$ cat config.mk
export PLATFORM = sky130hd
export DESIGN_NAME = tct_datapath
export DESIGN_NICKNAME = d
export VERILOG_FILES = /design/src/hw/rtl/tct_pkg.sv /design/src/hw/rtl/tct_datapath.sv
export SDC_FILE = /design/constraint.sdc
export NUM_CORES = 2
export LEC_CHECK = 0
export BUFFER_PORTS_ARGS = -buffer_cell sky130_fd_sc_hd__buf_2
export CAP_MARGIN = 20
export CORE_UTILIZATION = 40
export CTS_BUF_LIST = sky130_fd_sc_hd__clkbuf_8 sky130_fd_sc_hd__clkbuf_16
export CTS_CLUSTER_DIAMETER = 30
export DETAILED_ROUTE_END_ITERATION = 6
export GPL_ROUTABILITY_DRIVEN = 0
export SYNTH_ARGS = -nofsm -noshare
export SYNTH_HDL_FRONTEND = slang
export SYNTH_MEMORY_MAX_BITS = 65536
export SYNTH_SLANG_ARGS = --single-unit
$ cat constraint.sdc
create_clock -name i_clk -period 11.2 [get_ports i_clk]
set_input_delay 0.56 -clock i_clk [delete_from_list [all_inputs] [get_ports i_clk]]
set_output_delay 0.56 -clock i_clk [all_outputs]
set_load 0.02 [all_outputs]
$ cat src/hw/rtl/tct_pkg.sv
`default_nettype none
package tct_pkg;

    localparam int CIRCUITS = 32;
    localparam int IDX_W    = (CIRCUITS > 1) ? $clog2(CIRCUITS) : 1;
    localparam int CNT_W    = $clog2(CIRCUITS + 1);

    localparam int REQ_W    = 2;
    localparam int FIELD_W  = 8;
    localparam int ADDR_W   = 56;
    localparam int PEER_W   = 2 * FIELD_W + 2 * ADDR_W;

    localparam logic [REQ_W-1:0] REQ_ALLOC = 2'd0;
    localparam logic [REQ_W-1:0] REQ_FREE  = 2'd1;
    localparam logic [REQ_W-1:0] REQ_GET   = 2'd2;
    localparam logic [REQ_W-1:0] REQ_MATCH = 2'd3;

    typedef struct packed {
        logic load;
        logic short_op;
        logic scan;
    } t_cmd;

    typedef struct packed {
        logic is_short;
        logic scan_done;
    } t_sts;

    typedef struct packed {
        logic               found;
        logic [FIELD_W-1:0] index;
        logic [FIELD_W-1:0] id;
    } t_result;

endpackage
`default_nettype wire

$ cat src/hw/rtl/tct_datapath.sv
`default_nettype none
module tct_datapath (
    input  wire                                i_clk,
    input  wire                                i_rst_n,
    input  tct_pkg::t_cmd                      i_cmd,
    input  wire  [tct_pkg::REQ_W-1:0]          i_req_type,
    input  wire  [tct_pkg::FIELD_W-1:0]        i_circuit_index,
    input  wire  [tct_pkg::FIELD_W-1:0]        i_circuit_id,
    input  wire  [tct_pkg::ADDR_W-1:0]         i_user_address,
    input  wire  [tct_pkg::ADDR_W-1:0]         i_node_address,
    output tct_pkg::t_sts                      o_sts,
    output tct_pkg::t_result                   o_result
);

    logic [tct_pkg::REQ_W-1:0]    r_req;
    logic [tct_pkg::FIELD_W-1:0]  r_idx;
    logic [tct_pkg::FIELD_W-1:0]  r_cid;
    logic [tct_pkg::ADDR_W-1:0]   r_user;
    logic [tct_pkg::ADDR_W-1:0]   r_node;

    logic [tct_pkg::CIRCUITS-1:0] r_valid;
    logic [tct_pkg::FIELD_W-1:0]  r_serial [tct_pkg::CIRCUITS];

    logic [tct_pkg::CNT_W-1:0]    r_cnt;
    logic                         r_rd_vld;
    logic [tct_pkg::IDX_W-1:0]    r_rd_idx;

    logic [tct_pkg::PEER_W-1:0]   r_mem [tct_pkg::CIRCUITS];
    logic [tct_pkg::PEER_W-1:0]   r_rd_data;

    tct_pkg::t_result             r_res;

    logic [tct_pkg::PEER_W-1:0]   peer;
    logic                         in_range;
    logic [tct_pkg::IDX_W-1:0]    sel;
    logic [tct_pkg::FIELD_W-1:0]  sel_next_serial;
    logic                         get_ok;
    logic                         hit;
    logic                         last;
    logic                         scan_done;
    logic                         issue;
    logic                         mem_we;

    assign peer            = {r_node, r_user, r_cid, r_idx};
    assign in_range        = {1'b0, r_idx} < 9'(tct_pkg::CIRCUITS);
    assign sel             = r_idx[tct_pkg::IDX_W-1:0];
    assign sel_next_serial = r_serial[sel] + 8'd1;
    assign get_ok          = in_range && r_valid[sel] && (r_serial[sel] == r_cid);

    assign hit  = r_rd_vld && ((r_req == tct_pkg::REQ_ALLOC) ? !r_valid[r_rd_idx]
                  : (r_valid[r_rd_idx] && (r_rd_data == peer)));
    assign last      = r_rd_idx == tct_pkg::IDX_W'(tct_pkg::CIRCUITS - 1);
    assign scan_done = r_rd_vld && (hit || last);
    assign issue     = r_cnt < tct_pkg::CNT_W'(tct_pkg::CIRCUITS);
    assign mem_we    = i_cmd.scan && hit && (r_req == tct_pkg::REQ_ALLOC);

    assign o_sts.is_short  = (r_req == tct_pkg::REQ_FREE) || (r_req == tct_pkg::REQ_GET);
    assign o_sts.scan_done = scan_done;
    assign o_result        = r_res;

    always_ff @(posedge i_clk) begin
        if (i_cmd.load) begin
            r_req  <= i_req_type;
            r_idx  <= i_circuit_index;
            r_cid  <= i_circuit_id;
            r_user <= i_user_address;
            r_node <= i_node_address;
        end
        if (i_cmd.scan && scan_done) begin
            if (hit) begin
                r_res.found <= 1'b1;
                r_res.index <= 8'(r_rd_idx);
                r_res.id    <= r_serial[r_rd_idx];
            end else begin
                r_res <= '0;
            end
        end
        if (i_cmd.short_op) begin
            if (r_req == tct_pkg::REQ_FREE) begin
                r_res.found <= in_range;
                r_res.index <= in_range ? r_idx : 8'd0;
                r_res.id    <= in_range ? sel_next_serial : 8'd0;
            end else begin
                r_res.found <= get_ok;
                r_res.index <= get_ok ? r_idx : 8'd0;
                r_res.id    <= get_ok ? r_serial[sel] : 8'd0;
            end
        end
    end

    always_ff @(posedge i_clk) begin
        if (!i_rst_n) begin
            r_valid  <= '0;
            r_cnt    <= '0;
            r_rd_vld <= 1'b0;
            for (int i = 0; i < tct_pkg::CIRCUITS; i++) begin
                r_serial[i] <= '0;
            end
        end else begin
            if (i_cmd.load) begin
                r_cnt    <= '0;
                r_rd_vld <= 1'b0;
            end
            if (i_cmd.scan) begin
                if (issue && !scan_done) begin
                    r_cnt    <= r_cnt + 1'b1;
                    r_rd_vld <= 1'b1;
                    r_rd_idx <= r_cnt[tct_pkg::IDX_W-1:0];
                end else begin
                    r_rd_vld <= 1'b0;
                end
                if (mem_we) begin
                    r_valid[r_rd_idx] <= 1'b1;
                end
            end
            if (i_cmd.short_op && (r_req == tct_pkg::REQ_FREE) && in_range) begin
                r_valid[sel]  <= 1'b0;
                r_serial[sel] <= sel_next_serial;
            end
        end
    end

    always_ff @(posedge i_clk) begin
        if (mem_we) begin
            r_mem[r_rd_idx] <= peer;
        end
        if (i_cmd.scan) begin
            r_rd_data <= r_mem[r_cnt[tct_pkg::IDX_W-1:0]];
        end
    end

endmodule
`default_nettype wire

* Word level (Yosys, flattened, before mapping)
Memory sizes are Yosys's and may differ from the RTL's. A register that Yosys moved wholly into a read port is not among the register bits.
Cells that the tools add are included.
** Storage, ports and cells
- Flip-flop bits (word level) :: 191
- Latch bits :: 0
- Memory bits (writable) :: 4352
- Bits in read-only memories :: 0
- Bits of input ports :: 135
- Output and inout bits :: 19
- Word-level logic and storage cells :: 90
- Memories kept :: 2
** Memory list
- r_mem :: depth 32, width 128, rd ports 1, clocked after memory_dff 1, write ports 1, RTL line tct_datapath.sv:28 : logic [tct_pkg::PEER_W-1:0] r_mem [tct_pkg::CIRCUITS];
- r_serial :: depth 32, width 8, rd ports 2, clocked after memory_dff 2, write ports 32, RTL line tct_datapath.sv:22 : logic [tct_pkg::FIELD_W-1:0] r_serial [tct_pkg::CIRCUITS];
** Operators by class
- $add $sub $neg :: 2
- Multiply operators :: 0
- Div/mod/pow operators :: 0
- Order comparisons :: 6
- Equality and inequality tests :: 5
- Shift-type cells :: 0
- Muxes and demuxes :: 38
- Bitwise gates (word level) :: 3
- Reductions and logical operators :: 22
** Operator list (number)
- 128-bit == test :: 1
- 32-bit two-way mux :: 4
- 17-bit two-way mux :: 4
- 8-bit two-way mux :: 5
- 32-bit bitwise AND :: 1
- 32-bit NOT :: 1
- 32-bit bitwise OR :: 1
- 6-bit two-way mux :: 3
- 1-bit two-way mux :: 15
- 5-bit two-way mux :: 3
- 1-bit logical AND :: 13
- 5-bit by 6-bit less-than comparator with 1-bit output, second input constant :: 2
- 1-bit binary-select mux with 5-bit select :: 2
- 1-bit demux with 5-bit select :: 2
- 5-bit by 1-bit >= comparator with 1-bit output, second input constant :: 2
- 8-bit by 1-bit adder with 8-bit output, second input constant :: 1
- 8-bit == test :: 1
- 8-bit by 6-bit less-than comparator with 1-bit output, second input constant :: 1
- 8-bit OR reduction :: 1
- 6-bit by 1-bit adder with 6-bit output, second input constant :: 1
- 6-bit less-than comparator, second input constant :: 1
- 5-bit == test, second input constant :: 1
- 2-bit nonzero test :: 2
- 3-bit AND reduction :: 1
- 5 further kinds :: 7

* Logic depth before layout (Yosys ltp)
- Word-level depth :: 12
- Depth in mapped cells :: 15
- Mapped depth without buffers :: 11

* Least setup slack after synthesis
OpenSTA, ideal clock, no wires.
- Path type :: register to register
- From :: reg r_node[48] (netlist bit)
- To :: mem r_mem[30][0] (netlist bit) (enable)
- Setup time :: 0.618 ns
- Arrival time :: 8.396 ns
- Required time :: 10.582 ns
- Path slack :: 2.185 ns
- Cell stages (with the launch flop) :: 10
- Buffers on the path :: 1
- Period minus slack after synthesis :: 9.015 ns
- Cells stage by stage :: edfxtp_1 -> nor2b_1 -> or4_1 -> or4_1 -> nor4_2 -> nand4_4 -> a21oi_4 -> nand3_4 -> buf_6 -> nor2_1
** On the way
- Word-level cells in the longest chain between the ends :: 8
** RTL lines
- start, declared :: RTL line tct_datapath.sv:19 : logic [tct_pkg::ADDR_W-1:0] r_node;
- start signal, assigned :: RTL line tct_datapath.sv:67 : r_node <= i_node_address;
- 128-bit == test :: RTL line tct_datapath.sv:51 : : (r_valid[r_rd_idx] && (r_rd_data == peer)));
- 1-bit logical AND :: RTL line tct_datapath.sv:51
- 1-bit two-way mux :: RTL line tct_datapath.sv:50 : assign hit = r_rd_vld && ((r_req == tct_pkg::REQ_ALLOC) ? !r_valid[r_rd_idx]
- 1-bit logical AND :: RTL line tct_datapath.sv:50
- 1-bit logical AND (2 in a row) :: RTL line tct_datapath.sv:55 : assign mem_we = i_cmd.scan && hit && (r_req == tct_pkg::REQ_ALLOC);
- 1-bit two-way mux :: RTL line tct_datapath.sv:124 : if (mem_we) begin
- 1-bit two-way mux (implied by the code) :: RTL line tct_datapath.sv:125 : r_mem[r_rd_idx] <= peer;
- end, declared :: RTL line tct_datapath.sv:28
No other way between the ends.

* Worst setup path in the final report
- From :: reg r_user[39] (netlist bit)
- To :: mem r_mem[16][34] (netlist bit) (enable)
** On the way
- Word-level cells in the longest chain between the ends :: 8
** RTL lines
- start, declared :: RTL line tct_datapath.sv:18 : logic [tct_pkg::ADDR_W-1:0] r_user;
- start signal, assigned :: RTL line tct_datapath.sv:66 : r_user <= i_user_address;
- 128-bit == test :: RTL line tct_datapath.sv:51
- 1-bit logical AND :: RTL line tct_datapath.sv:51
- 1-bit two-way mux :: RTL line tct_datapath.sv:50
- 1-bit logical AND :: RTL line tct_datapath.sv:50
- 1-bit logical AND (2 in a row) :: RTL line tct_datapath.sv:55
- 1-bit two-way mux :: RTL line tct_datapath.sv:124
- 1-bit two-way mux (implied by the code) :: RTL line tct_datapath.sv:125
No other way between the ends.

==> results.yml <==
synth:
  yosys.area_share.simple_pct: 1.92
  synth_top_family_by_area: "multiplexers"
  netlist_instances: 7751
  synth-seq-area-share_pct: 77.1
  synth-edff-count: 4632
  synth_seq_cells: 4681
  yosys-mux-area-fraction_pct: 18.9
  synthXorXnorAreaFrac_pct: 0.481
  syn_avg_cell_area_sq_um: 23.4
  synth_compound_area_share_pct: 0.668
  yosys.area_share.adder_pct: 0.0275
  yosys_warnings: 0
  syn-cell-area_sq_um: 182000
  ys.flop_type: "edfxtp_1"
  yosysUniqueCellTypes: 72
  synthArstFlopShare_pct: 0
timing:
  layout_setup_ws_ns: 3.79
  rsz0062_at_grt: "false"
  finalHoldViolCount: 0
  setup_tns_ns: 0
  maxSlewViolCount: 0
  setup_viol: 0
  tightestPinTransition_ns: 1.19
  fin_crit_ns: 7.41
  max_slew_margin_pct: 20.1
  clock_skew_ns: 0.151
  max_freq_mhz: 135
  period_share_pct: 66.2
critical_path:
  crit_fanout: 95
  r2r_cells: 10
  cp.required_ns: 11.89
  worstPathArrival_ns: 8.10
  cpPeakStageDelay_ns: 0.98
  crit_chain: "xor2_1, nor4_1, nand4_1, nor4_1, nand4_4, a21oi_4, nand3b_1, nor2_4, buf_12, buf_4"
  path_common_cell: "nor4_1"
  end_kind: "flop"
  crit_type: "reg2reg"
  startpoint_type: "flop"
  cp_slowest_cell: "edfxtp_1"
floorplanning:
  coreArea_sq_um: 452000
  start_util_pct: 40.2
  ios: 154
  dieArea_sq_um: 457000
  die_w_um: 676
  die_y_um: 676
  num_rows: 247
grt:
  antenna_found_initial: 32
  grtUsageMet1_pct: 29.6
  grt_pass1_wl_um: 702000
  met3_usage_pct: 4.49
  top_usage_layer: "met2"
  grt_max_degree: 143
  gr-total-overflow: 0
  track_usage_pct: 21.6
  gr-usage-met2_pct: 35.0
  grt_pass1_vias: 93300
final_layout:
  drive_gt1_share_pct: 37.0
  area_delta_synth_final_pct: 23.2
  design_area_sq_um: 224000
  nNetsFinal: 8932
  finalNonFillerCells: 15600
  final_common_cell: "edfxtp_1"
  final_cell_mix: "edfxtp_1 (4632), mux4_2 (1417), clkbuf_16 (878)"
placement:
  port_buffers: 153
  placed_area_sq_um: 191000
  post-dp-hpwl_um: 260000
  pre_cts_slack_ns: 3.93
  dp_cells: 13700
route:
  drtIter0Drc: 11400
  drt_first_pass_iters: 6
  antenna_left: 0
  via_count: 90000
  wl_per_cell_um: 32.0
  drc: 0
  viasPerCell: 5.79
  wirelength_um: 498000
clocking:
  cts.htree.levels: 6
  clk_latency_ns: 1.15
  clock_path_buffers: 4
  cts_tree: "built"
  path_clk_slew_ns: 0.05
  cts.sinks: 4681
  root_buffer: "clkbuf_16"
  numCtsBuffers: 872
  hold_buffers: 132
  cts_resized: 0
  cts_setup_buffers: 0
power_and_ir_drop:
  leakage_nw: 71.0
  p_per_area_nw_per_um2: 218
  ir_worst_vdd_mv: 0.176
  power.total_mw: 48.7
min_path:
  hp-class: "in2reg"
  min_path_cells: 2
status:
  outcome: "finished clean"
flow_run:
  drv_cap: 0
==> path summary, 6_finish.rpt <==
check,startpoint,to,slack (ns)
worst max-delay path,r_user[39],r_mem[16][34],3.79
worst min-delay path,i_user_address[36],r_user[36],0.15
worst max register to register,r_user[39],r_mem[16][34],3.79
worst min register to register,r_valid[15],r_valid[15],0.47
==> worst max-delay path, delay by kind of cell (launching register included) <==
kind | cells | cell delay (ns)
AOI/OAI and AO/OA | 1 | 0.43
xor gates and xnor gates | 1 | 0.38
buffers and inverters | 2 | 1.50
DFF | 1 | 0.98
and+or+nand+nor | 6 | 3.43
==> registers in the layout, summed over array words and instances (netlist names), named ones only <==
name	cells
o_result	17
r_cid	8
r_cnt	6
r_idx	8
r_mem	4096
r_node	56
r_rd_data	128
r_rd_idx	5
r_rd_vld	1
r_req	2
r_serial	256
r_user	56
r_valid	32
==> routing by layer <==
layer  part of all wire (%)  up-vias
li1                       -    35700
met5                  0.016        -
met3                    8.5      856
met1                     40    48900
met4                    2.8       12
met2                     49     4587
==> cells in the mapped netlist, types with 4 or more instances <==
cell type | count | share of area, %
a2111oi_0 | 4 | 0.019
a211oi_1 | 4 | 0.017
a21oi_1 | 20 | 0.055
a22oi_1 | 8 | 0.033
a31oi_1 | 8 | 0.028
a32oi_1 | 7 | 0.034
and3_1 | 5 | 0.017
buf_1 | 110 | 0.23
buf_2 | 19 | 0.052
buf_4 | 11 | 0.045
buf_6 | 4 | 0.025
clkbuf_1 | 264 | 0.55
dfxtp_1 | 49 | 0.54
edfxtp_1 | 4632 | 77
ha_1 | 4 | 0.028
inv_1 | 31 | 0.064
mux2_2 | 146 | 0.90
mux2i_1 | 64 | 0.35
mux4_2 | 1417 | 18
nand2_1 | 80 | 0.17
nand2b_1 | 8 | 0.028
nand3_1 | 35 | 0.096
nand3b_1 | 6 | 0.025
nand4_1 | 30 | 0.10
nand4b_1 | 6 | 0.029
nor2_1 | 335 | 0.69
nor2b_1 | 103 | 0.35
nor3_1 | 18 | 0.050
nor4_1 | 68 | 0.23
o211ai_1 | 16 | 0.066
o21ai_0 | 48 | 0.13
o22ai_1 | 9 | 0.031
o31ai_1 | 20 | 0.083
or3_1 | 9 | 0.031
or4_1 | 5 | 0.021
xnor2_1 | 24 | 0.12
xor2_1 | 74 | 0.36
==> per-stage QoR <==
stage,util (%),hold WS (ns)
6_report,49.5,0.146
5_1_grt,49.5,0.112
4_1_cts,49.4,0.0515
3_5_place_dp,42.3,0.461
3_3_place_gp,42.3,0.465
2_1_floorplan,-,0.406
==> power by group <==
group | switching, mW | internal [mW]
combinational | 1.29 | 0.836
clock | 9.34 | 17.6
sequential | 0.159 | 19.5
==> kinds of logic after synthesis <==
group	Yosys count
muxes	1630
adders and majority gates	4
DFF	4681
other	1
AOI/OAI and AO/OA	173
buffers and inverters	441
xor gates and xnor gates	99
and+or+nand+nor	722
==> layout make-up <==
cell class                 instances  area (sq um)
clock inverter                   762          8880
timing repair buffer             574          4990
antenna                           13          32.5
tap                             5976          7480
fill                           35500        229000
inverter                          33           154
sequential                      4681        140000
clock buffer                     880         22000
multi-input combinational       2631         40200
No activity file was read; power rests on OpenSTA's default activity.
