### config.mk
export PLATFORM = sky130hd
export DESIGN_NAME = tct_ctrl
export DESIGN_NICKNAME = d
export VERILOG_FILES = /design/src/hw/rtl/tct_pkg.sv /design/src/hw/rtl/tct_ctrl.sv
export SDC_FILE = /design/constraint.sdc
export NUM_CORES = 1
export LEC_CHECK = 0
export ABC_AREA = 0
export BUFFER_PORTS_ARGS = -buffer_cell sky130_fd_sc_hd__buf_2
export CORE_AREA = 2 2 39 41
export CTS_CLUSTER_SIZE = 30
export DETAILED_ROUTE_END_ITERATION = 8
export DIE_AREA = 0 0 41 43
export GPL_TIMING_DRIVEN = 0
export MAX_ROUTING_LAYER = met4
export PLACE_DENSITY = 0.44
export REMOVE_ABC_BUFFERS = 1
export SYNTH_ARGS = -nofsm -noshare
export SYNTH_HDL_FRONTEND = slang
export SYNTH_SLANG_ARGS = --single-unit
export TNS_END_PERCENT = 100
### constraint.sdc
create_clock -name i_clk -period 3.2 [get_ports i_clk]
set_input_delay 0.64 -clock i_clk [delete_from_list [all_inputs] [get_ports i_clk]]
set_output_delay 0.64 -clock i_clk [all_outputs]
set_load 0.02 [all_outputs]
### src/hw/rtl/tct_pkg.sv
`default_nettype none
package tct_pkg;

    localparam int CIRCUITS = 32;
    localparam int IDX_W    = (CIRCUITS > 1) ? $clog2(CIRCUITS) : 1;
    localparam int CNT_W    = $clog2(CIRCUITS + 1);

    localparam int REQ_W    = 2;
    localparam int FIELD_W  = 8;
    localparam int ADDR_W   = 56;
    localparam int PEER_W   = 2 * FIELD_W + 2 * ADDR_W;

    localparam logic [REQ_W-1:0] REQ_ALLOC = 2'd0;
    localparam logic [REQ_W-1:0] REQ_FREE  = 2'd1;
    localparam logic [REQ_W-1:0] REQ_GET   = 2'd2;
    localparam logic [REQ_W-1:0] REQ_MATCH = 2'd3;

    typedef struct packed {
        logic load;
        logic short_op;
        logic scan;
    } t_cmd;

    typedef struct packed {
        logic is_short;
        logic scan_done;
    } t_sts;

    typedef struct packed {
        logic               found;
        logic [FIELD_W-1:0] index;
        logic [FIELD_W-1:0] id;
    } t_result;

endpackage
`default_nettype wire

### src/hw/rtl/tct_ctrl.sv
`default_nettype none
module tct_ctrl (
    input  wire            i_clk,
    input  wire            i_rst_n,
    input  wire            i_in_valid,
    input  wire            i_out_free,
    input  tct_pkg::t_sts  i_sts,
    output logic           o_in_ready,
    output tct_pkg::t_cmd  o_cmd,
    output logic           o_emit
);

    localparam logic [1:0] ST_IDLE = 2'd0;
    localparam logic [1:0] ST_EXEC = 2'd1;
    localparam logic [1:0] ST_SCAN = 2'd2;
    localparam logic [1:0] ST_HOLD = 2'd3;

    logic [1:0] r_state;
    logic [1:0] n_state;

    always_comb begin
        n_state        = r_state;
        o_in_ready     = 1'b0;
        o_cmd          = '0;
        o_emit         = 1'b0;
        case (r_state)
            ST_IDLE: begin
                o_in_ready = 1'b1;
                if (i_in_valid) begin
                    o_cmd.load = 1'b1;
                    n_state    = ST_EXEC;
                end
            end
            ST_EXEC: begin
                if (i_sts.is_short) begin
                    o_cmd.short_op = 1'b1;
                    n_state        = ST_HOLD;
                end else begin
                    n_state = ST_SCAN;
                end
            end
            ST_SCAN: begin
                o_cmd.scan = 1'b1;
                if (i_sts.scan_done) begin
                    n_state = ST_HOLD;
                end
            end
            ST_HOLD: begin
                if (i_out_free) begin
                    o_emit  = 1'b1;
                    n_state = ST_IDLE;
                end
            end
            default: begin
                n_state = ST_IDLE;
            end
        endcase
    end

    always_ff @(posedge i_clk) begin
        if (!i_rst_n) begin
            r_state <= ST_IDLE;
        end else begin
            r_state <= n_state;
        end
    end

endmodule
`default_nettype wire

# Word-level counts from Yosys, hierarchy flattened

Index checks and enable logic that the tools add are counted.

Output and inout port bits: 5
Register bits after elaboration: 2
Logic and storage cells: 22
Input bits: 6

Muxes and demuxes: 13
Eq/ne operators: 6
Reduce and logical (&&, ||, !) cells: 2

Operator list:

| kind                                                             | count |
|---|---|
| 1-bit two-way mux                                                | 9 |
| 2-bit case mux with 4 select lines                               | 1 |
| 2-bit two-way mux                                                | 3 |
| 2-bit != test (second input constant)                            | 3 |
| 2-bit == test (second input constant)                            | 2 |
| 3-bit AND reduction                                              | 1 |
| 2-bit by 1-bit == test with 1-bit output (second input constant) | 1 |
| 2-bit zero test                                                  | 1 |

# Depth between registers and ports, before layout

Gate-level depths: netlist of the first run.

Word-level depth: 3
Depth in mapped cells: 5
Mapped depth without buffers: 5

# Least setup slack after synthesis of the first run

No wires, ideal clock.

Path kind: reg-to-output
From: register r_state[0]
To: output port o_cmd[2] in the netlist's numbering
Required time: 2560 ps
Stages on the path, launching flop included: 4
Arrival: 1013 ps
Buffers on the path: 0
Slack: 1547 ps
Cell sequence: dfxtp_1 > inv_1 > ha_1 > and2_1

RTL lines:

| element                  | RTL line       | source |
|---|---|---|
| start: declaration       | tct_ctrl.sv:18 | `logic [1:0] r_state;` |
| start signal: assignment | tct_ctrl.sv:64 | `r_state <= n_state;` |
| end: declaration         | tct_ctrl.sv:9  | `output tct_pkg::t_cmd o_cmd,` |

==> flow_metrics.env, run 1 <==
export IMPL_antenna_found_initial=0
export IMPL_cts_resized=0
export IMPL_drive_gt1_share_pct=45.7
export IMPL_die_area_um2=1760
export IMPL_crit_fanout=6
export IMPL_via_per_inst=3.73
export IMPL_clk_path_buf_depth=2
export IMPL_route_detailed_drc=0
export IMPL_avgSynthCellArea_um2=9.10
export IMPL_coreArea_um2=1380
export IMPL_layout_commonest_cell="buf_2"
export IMPL_setup_violations=0
export IMPL_finalHoldViolCount=0
export IMPL_start_util_pct=14.5
export IMPL_ant_nets=0
export IMPL_cts_root_buf="clkbuf_4"
export IMPL_cts_sinks=2
export IMPL_clock_latency_ns=0.22
export IMPL_cts_setup_buffers=0
export IMPL_cts_buffers=3
export IMPL_num_rows=14
export IMPL_grt_busiest_layer="met2"
export IMPL_skew_ns=0.000205
export IMPL_worstMarginPinSlew_ns=0.283
export IMPL_use_met3_pct=3.14
export IMPL_layout_common_cells="10 x buf_2, 4 x ha_1, 3 x inv_1, 3 x clkbuf_4"
export IMPL_cp_startpoint="r_state[0]"
export IMPL_met2_usage_pct=7.50
export IMPL_largest_reg_flops=2
export IMPL_path_class="flop to primary output"
export IMPL_p_per_area_nw_per_um2=886
export IMPL_ys_seq_area_share_pct=20.0
export IMPL_drv_cap=0
export IMPL_run_status="completed"
export IMPL_r2r_start="r_state[1]"
export IMPL_synth_cell_types=14
export IMPL_final_min_clock_period_ns=1.89
export IMPL_place_hpwl_um=358
export IMPL_grt_overflow=0
export IMPL_vdd_drop_max_v=0.000295
export IMPL_area_growth_pct=46.3
export IMPL_routed_wl_um=413
export IMPL_dr_pass1_iters=1
export IMPL_gp_congestion=0.608
export IMPL_min_from="r_state[1]"
export IMPL_min_path_type="flop to flop"
export IMPL_grt_max_degree=7
export IMPL_numPortBuffers=10
export IMPL_syn_inst=22
export IMPL_track_usage_pct=6.06
export IMPL_leakage_nw=0.153
export IMPL_die_x_um=41
export IMPL_wl_per_cell_um=8.10
export IMPL_timing_fmax_mhz=529
export IMPL_die_h_um=43
export IMPL_top_register="r_state"
export IMPL_arrival_ns=1.25
export IMPL_grt_pass1_wl_um=655
export IMPL_largestRegisters="r_state: 2 flops"
export IMPL_rsz0062_at_grt="false"
export IMPL_antenna_cells=0
export IMPL_hold_ws_ns=0.511
export IMPL_cts_clk_slew_worst_paths_ns=0.03
export IMPL_grt_pass1_vias=180
export IMPL_cts_hold_buffers=0
export IMPL_period_share_pct=59.0
export IMPL_final_max_slew_viol_count=0
export IMPL_final_setup_tns_ns=0
export IMPL_yosysWarnings=0
export IMPL_io_pins=11
export IMPL_syn_area_um2=200
export IMPL_cp_end_kind="primary output"
export IMPL_vias=190
export IMPL_relSlewSlack_pct=81.1
export IMPL_fin_nets=47
export IMPL_cts_tree="yes"
export IMPL_start_kind="flop"
export IMPL_drt_iter0_drc=0
export IMPL_cp_required_ns=2.56
export IMPL_gr_usage_met1_pct=6.39
export IMPL_ys_seq_elements=2
export IMPL_cts_htree_levels=1
[cells by family after synthesis]
kind of cell | count (synthesis) | synth area share (%)
buffers and inverters | 4 | 7.50
flip-flops | 2 | 20.0
adder cells (fa/ha/maj) | 4 | 25.0
AND/OR/NAND/NOR | 8 | 23.8
AO/OA/AOI/OAI | 3 | 18.7
multiplexers | 1 | 5.00
[synth_stat cells, drive strengths merged]
master	count	area [um^2]
inv	4	15.0
a221oi	1	15.0
o2111a	1	11.3
a2111o	1	11.3
and2	3	21.3
dfxtp	2	40.0
or3	1	6.26
ha	4	50.1
nor2b	1	6.26
mux2i	1	10.0
nand2b	1	6.26
nand2	2	7.51
[worst paths after layout]
path                                    to  slack, ns  cells past startpoint
worst max-delay path              o_cmd[2]       1.31                      4
worst min-delay path            r_state[1]       0.51                      2
worst max register to register  r_state[0]       1.77                      5
worst min register to register  r_state[1]       0.51                      2
[through the flow]
step	total power, W	utilization (%)	cells	setup slack, ns	cell area [um^2]
2_1_floorplan	0.000170	-	22	1.55	200
3_3_place_gp	0.000209	19.5	48	1.52	270
3_5_place_dp	0.000210	19.5	48	1.52	270
4_1_cts	0.000269	21.2	51	1.28	293
5_1_grt	0.000294	21.2	51	1.18	293
6_report	0.000260	21.2	51	1.31	293
[per-layer routing]
layer	share of wire (%)	vias up
li1	-	103
met1	47	76
met2	40	11
met3	13	0
met4	0	0
met5	0	-
[final cells by class]
class,count,area [um^2]
fillers,151,1090
multi-input cells,16,145
repair buffers,10,50.0
flip-flops and latches,2,40.0
clock buffers,3,22.5
well taps,16,20.0
inverters,4,15.0
[worst max-delay path: stages (launching register included)]
cell and delay (ns):
dfxtp_1 0.39, inv_1 0.08, ha_1 0.25, and2_1 0.15
buf_2 0.15
[power by group]
part           internal, W  switching, W  total (W)
Sequential       0.0000374     0.0000149  0.0000523
Clock            0.0000413     0.0000132  0.0000545
Combinational    0.0000683     0.0000845   0.000153
Note: power is estimated with default switching activity, not from simulation.
==> inputs of run 2 (changes only) <==
- ABC_AREA: 0 -> 1
- PLACE_DENSITY: 0.44 -> 0.46
- clock period: 3.2 -> 1.8 ns (I/O delays scaled with it)
==> run 2 against run 1 <==
Effect of this change: cell area rose by 9.4%; power increased by 100%; clock power increased by 79%; die area is the same; global-route usage up 0.82 points; synthesized cell count rose by 59%; flip-flop and latch count did not move; sequential share of layout area fell by 1.2 points; critical path depth grew 1; clock skew hardly changed.
==> flow_metrics.env, run 2 <==
export IMPL_clock_latency_ns=0.22
export IMPL_met3WireLength_um=26
export IMPL_slowest_delay_ns=0.39
export IMPL_fin_nets=60
export IMPL_area_growth_pct=40.7
export IMPL_skew_ns=0.000519
export IMPL_antenna_cells=0
export IMPL_cts_sinks=2
export IMPL_final_setup_tns_ns=0
export IMPL_synth_edff_count=0
export IMPL_numPortBuffers=10
export IMPL_crit_fanout=5
export IMPL_largest_reg_flops=2
export IMPL_vias=223
export IMPL_cts_htree_levels=1
export IMPL_switching_power_w=0.000255
export IMPL_top_register="r_state"
export IMPL_track_usage_pct=6.88
export IMPL_layout_common_cells="10 x inv_1, 10 x buf_2, 8 x nand2_1"
export IMPL_power_frac_comb_pct=62.8
export IMPL_syn_area_um2=228
export IMPL_avgSynthCellArea_um2=6.51
export IMPL_vdd_drop_max_v=0.000638
export IMPL_largestRegisters="r_state: 2 flops"
export IMPL_gp_congestion=0.703
export IMPL_synth_flop_cell="dfxtp_1"
export IMPL_cp_startpoint="r_state[0]"
export IMPL_min_path_type="input pin to flop"
export IMPL_ys_seq_elements=2
export IMPL_io_pins=11
export IMPL_min_path_cells=3
export IMPL_die_x_um=41
export IMPL_cts_resized=0
export IMPL_start_util_pct=16.5
export IMPL_die_area_um2=1760
export IMPL_wl_per_cell_um=6.56
export IMPL_p_sw_share_pct=48.8
export IMPL_drt_iter0_drc=0
export IMPL_finalHoldViolCount=0
export IMPL_place_hpwl_um=359
export IMPL_cp_end_kind="primary output"
export IMPL_crit_top_cell="inv_1"
export IMPL_routedLengthMet1_um=173
export IMPL_grt_max_degree=6
export IMPL_route_met2_wl_um=220
export IMPL_drive_gt1_share_pct=39.6
export IMPL_leakage_nw=0.215
export IMPL_arrival_ns=1.22
export IMPL_clk_path_buf_depth=2
export IMPL_run_status="completed"
export IMPL_grt_overflow=0
export IMPL_pwr_share_clk_pct=18.6
export IMPL_cts_hold_buffers=0
export IMPL_worstMarginPinSlew_ns=0.176
export IMPL_ant_nets=0
export IMPL_placedCellCount=61
export IMPL_relSlewSlack_pct=88.3
export IMPL_rsz0062_at_grt="false"
export IMPL_die_h_um=43
export IMPL_synth_cell_types=10
export IMPL_grt_pass1_vias=212
export IMPL_critPathBufInv=3
export IMPL_power_w=0.000523
export IMPL_dr_max_layer_used="met3"
export IMPL_routed_wl_um=420
export IMPL_cts_setup_buffers=0
export IMPL_drv_cap=0
export IMPL_dr_pass1_iters=1
export IMPL_slowest_stage="dfxtp_1"
export IMPL_cts_root_buf="clkbuf_4"
export IMPL_coreArea_um2=1380
export IMPL_seq_power_share_pct=18.6
export IMPL_min_from="i_rst_n"
export IMPL_ff2ff_path_depth=7
export IMPL_synth_top_area_share_pct=22.0
export IMPL_timing_fmax_mhz=635
export IMPL_cts_buffers=3
export IMPL_synth_top_cell_by_area="ha_1"
export IMPL_syn_inst=35
export IMPL_cp_required_ns=1.44
export IMPL_antenna_found_initial=0
export IMPL_instances_no_fill=64
export IMPL_path_depth=5
export IMPL_final_min_clock_period_ns=1.58
export IMPL_dpl_cell_area_um2=298
export IMPL_cts_tree="yes"
export IMPL_path_cells="inv_1, ha_1, nand2_1, inv_1, buf_2"
export IMPL_ys_seq_area_share_pct=17.6
export IMPL_final_max_slew_viol_count=0
export IMPL_r2r_start="r_state[0]"
export IMPL_via_per_inst=3.48
export IMPL_final_cell_area_um2=320
export IMPL_synth_area_leaders="ha_1 22%, dfxtp_1 18%, inv_1 16%"
export IMPL_setup_violations=0
export IMPL_synth_commonest_cells="10 x inv_1, 8 x nand2_1, 4 x ha_1, 3 x nand2_2, 3 x nand3_1"
export IMPL_yosysMostFrequentCell="inv_1"
export IMPL_route_detailed_drc=0
export IMPL_p_per_area_nw_per_um2=1630
export IMPL_async_reset_ff_share_pct=0
export IMPL_crit_family="flip-flops"
export IMPL_start_kind="flop"
export IMPL_p_int_w=0.000268
export IMPL_grt_pass1_wl_um=738
export IMPL_yosysWarnings=0
export IMPL_cts_clk_slew_worst_paths_ns=0.03
export IMPL_num_rows=14
export IMPL_path_class="flop to primary output"
export IMPL_period_share_pct=87.5
run 2: cell types whose count changed after synthesis, sizes merged:
cell	change
nor2b	-1
and2	-3
o2111a	-1
nor2	+1
a2111o	-1
nand2b	-1
mux2i	-1
or3	-1
nand2	+10
a21oi	+2
nand3	+3
a221oi	-1
inv	+7
run 2: layout make-up:
| class | instances | area (um^2) |
|---|---|---|
| Clock buffer | 3 | 22.5 |
| Fill cell | 158 | 1060 |
| Inverter | 11 | 41.3 |
| Multi-Input combinational cell | 22 | 146 |
| Sequential cell | 2 | 40.0 |
| Tap cell | 16 | 20.0 |
| Timing Repair Buffer | 10 | 50.0 |
run 2: stage by stage:
stage               hold WS (ns)  util, %  setup WS, ns
floorplan                  0.486        -         0.473
global placement           0.524     21.5         0.432
detailed placement         0.527     21.5         0.439
CTS                        0.378     23.1         0.196
global route               0.417     23.1        0.0991
finish                     0.386     23.1         0.225
run 2: cells by family after synthesis:
logic type,after synthesis,share of synthesized area (%)
buffers and inverters,11,18.1
AOI/OAI and AO/OA,2,4.40
adders and majority gates,4,22.0
DFF,2,17.6
and+or+nand+nor,16,37.9
run 2: final timing paths:
path / end / slack [ns]
worst max-delay path: o_cmd[2] / 0.22
worst min-delay path: r_state[1] / 0.39
worst max register to register: r_state[0] / 0.58
worst min register to register: r_state[0] / 0.53
run 2: power groups by stage:
stage                     Clock (W)  Combinational [W]  Sequential [W]
after floorplan                   0           0.000265       0.0000900
after global placement            0           0.000334       0.0000996
after detailed placement          0           0.000334       0.0000991
after CTS                  0.000106           0.000335       0.0000982
after global routing       0.000109           0.000376        0.000103
final                     0.0000974           0.000329       0.0000974
run 2: worst min-delay path: stages:
cell,delay (ns)
buf_2,0.09
inv_1,0.06
a21oi_1,0.04
run 2: routing by layer:
metal	global-route usage [%]	up-vias
li1	-	128
met1	6.07	90
met2	9.38	5
met3	3.14	0
met4	8.00	0
met5	-	-
==> inputs of run 3 (changes only) <==
- BUFFER_PORTS_ARGS: -buffer_cell sky130_fd_sc_hd__buf_2 -> -buffer_cell sky130_fd_sc_hd__clkbuf_2
==> run 3 against run 2 <==
Effect of this change: core utilization is the same; die area unchanged; register-to-register slack lost 0.02 ns; setup slack worse by 0.0036 ns; largest cell class unchanged; largest power group unchanged.
==> flow_metrics.env, run 3 (synthesized netlist as in run 2, its figures left out) <==
export IMPL_leakage_nw=0.214
export IMPL_largest_reg_flops=2
export IMPL_vdd_drop_max_v=0.000463
export IMPL_path_cells="inv_1, ha_1, nand2_1, inv_1, clkbuf_2"
export IMPL_die_h_um=43
export IMPL_vias=221
export IMPL_cts_buffers=3
export IMPL_r2r_slack_ns=0.56
export IMPL_wl_per_cell_um=6.88
export IMPL_p_per_area_nw_per_um2=1650
export IMPL_final_min_clock_period_ns=1.58
export IMPL_die_x_um=41
export IMPL_crit_top_cell="inv_1"
export IMPL_path_class="flop to primary output"
export IMPL_slowest_delay_ns=0.39
export IMPL_hold_ws_ns=0.369
export IMPL_ff2ff_path_depth=7
export IMPL_largestRegisters="r_state: 2 flops"
export IMPL_cts_htree_levels=1
export IMPL_fin_nets=60
export IMPL_cts_root_buf="clkbuf_4"
export IMPL_min_path_type="input pin to flop"
export IMPL_numPortBuffers=10
export IMPL_relSlewSlack_pct=88.8
export IMPL_worstMarginPinSlew_ns=0.168
export IMPL_cts_clk_slew_worst_paths_ns=0.03
export IMPL_dr_pass1_iters=4
export IMPL_r2r_end="r_state[0]"
export IMPL_min_from="i_rst_n"
export IMPL_grt_overflow=0
export IMPL_grt_pass1_wl_um=676
export IMPL_track_usage_pct=6.15
export IMPL_slowest_stage="dfxtp_1"
export IMPL_top_register="r_state"
export IMPL_io_pins=11
export IMPL_area_growth_pct=40.7
export IMPL_ant_nets=0
export IMPL_clock_latency_ns=0.22
export IMPL_cts_sinks=2
export IMPL_final_setup_tns_ns=0
export IMPL_num_rows=14
export IMPL_crit_fanout=5
export IMPL_drive_gt1_share_pct=39.6
export IMPL_finalHoldViolCount=0
export IMPL_holdPathEnd="r_state[0]"
export IMPL_cp_end_kind="primary output"
export IMPL_drv_cap=0
export IMPL_gp_congestion=0.701
export IMPL_layout_common_cells="10 x inv_1, 10 x clkbuf_2, 8 x nand2_1"
export IMPL_rsz0062_at_grt="false"
export IMPL_timing_fmax_mhz=633
export IMPL_grt_max_degree=6
export IMPL_fillers=162
export IMPL_routed_wl_um=440
export IMPL_min_path_cells=3
export IMPL_regArea_um2=40.0
export IMPL_arrival_ns=1.22
export IMPL_run_status="completed"
export IMPL_skew_ns=0.000875
export IMPL_cts_hold_buffers=0
export IMPL_cts_tree="yes"
export IMPL_r2r_start="r_state[0]"
export IMPL_cts_resized=0
export IMPL_drt_iter0_drc=4
export IMPL_final_util_pct=23.1
export IMPL_place_hpwl_um=363
export IMPL_coreArea_um2=1380
export IMPL_instances_no_fill=64
export IMPL_cp_required_ns=1.44
export IMPL_die_area_um2=1760
export IMPL_antenna_found_initial=0
export IMPL_crit_family="flip-flops"
export IMPL_via_per_inst=3.45
export IMPL_grt_pass1_vias=210
export IMPL_setup_violations=0
export IMPL_antenna_cells=0
export IMPL_placedCellCount=61
export IMPL_final_max_slew_viol_count=0
export IMPL_start_util_pct=16.5
export IMPL_clk_path_buf_depth=2
export IMPL_route_detailed_drc=0
export IMPL_start_kind="flop"
export IMPL_period_share_pct=87.7
export IMPL_critPathBufInv=3
export IMPL_multi_input_area_um2=146
export IMPL_cts_setup_buffers=0
[run 3: changes by cell type in the layout (fill, tap and decap cells not counted)]
| cell | delta |
|---|---|
| buf_2 | -10 |
| clkbuf_2 | +10 |
[run 3: worst max-delay path by stage]
stage               start  endpoint  slack [ns]  depth (start not counted)
2_1_floorplan  r_state[0]  o_cmd[2]        0.47                          4
3_3_place_gp   r_state[0]  o_cmd[2]        0.43                          5
3_5_place_dp   r_state[0]  o_cmd[2]        0.45                          5
4_1_cts        r_state[0]  o_cmd[2]        0.20                          5
5_1_grt        r_state[0]  o_cmd[2]        0.09                          5
6_report       r_state[0]  o_cmd[2]        0.22                          5
[run 3: report_power, final]
group | internal [W] | switching [W] | total (W)
clock | 0.0000734 | 0.0000239 | 0.0000973
combinational | 0.000126 | 0.000209 | 0.000335
sequential | 0.0000675 | 0.0000284 | 0.0000959
[run 3: worst reg2reg max path: cells and delay by family (launching register included)]
kind                     cells  cell delay, ns
flip-flops                   1            0.39
adder cells (fa/ha/maj)      1            0.26
AND/OR/NAND/NOR              3            0.25
buffers and inverters        2            0.15
AO/OA/AOI/OAI                1            0.12
[run 3: per-layer routing]
metal | up-vias | wire, um | track usage, %
met4 | 0 | 0 | 8.00
met2 | 5 | 231 | 9.06
met5 | - | 0 | -
met3 | 0 | 25 | 1.57
met1 | 88 | 183 | 5.10
li1 | 128 | - | -
[run 3: per-stage QoR]
stage               worst slack, ns  total power (W)  area [um^2]
floorplan                     0.473         0.000355          228
global placement              0.429         0.000435          298
detailed placement            0.445         0.000434          298
CTS                           0.199         0.000541          320
global route                 0.0944         0.000582          320
finish                        0.221         0.000528          320
[run 3: final cells by class]
type	instances	area share, %
multi-input combinational	22	45.7
timing repair buffer	10	15.6
inverter	11	12.9
sequential	2	12.5
clock buffer	3	7.03
tap	16	6.25
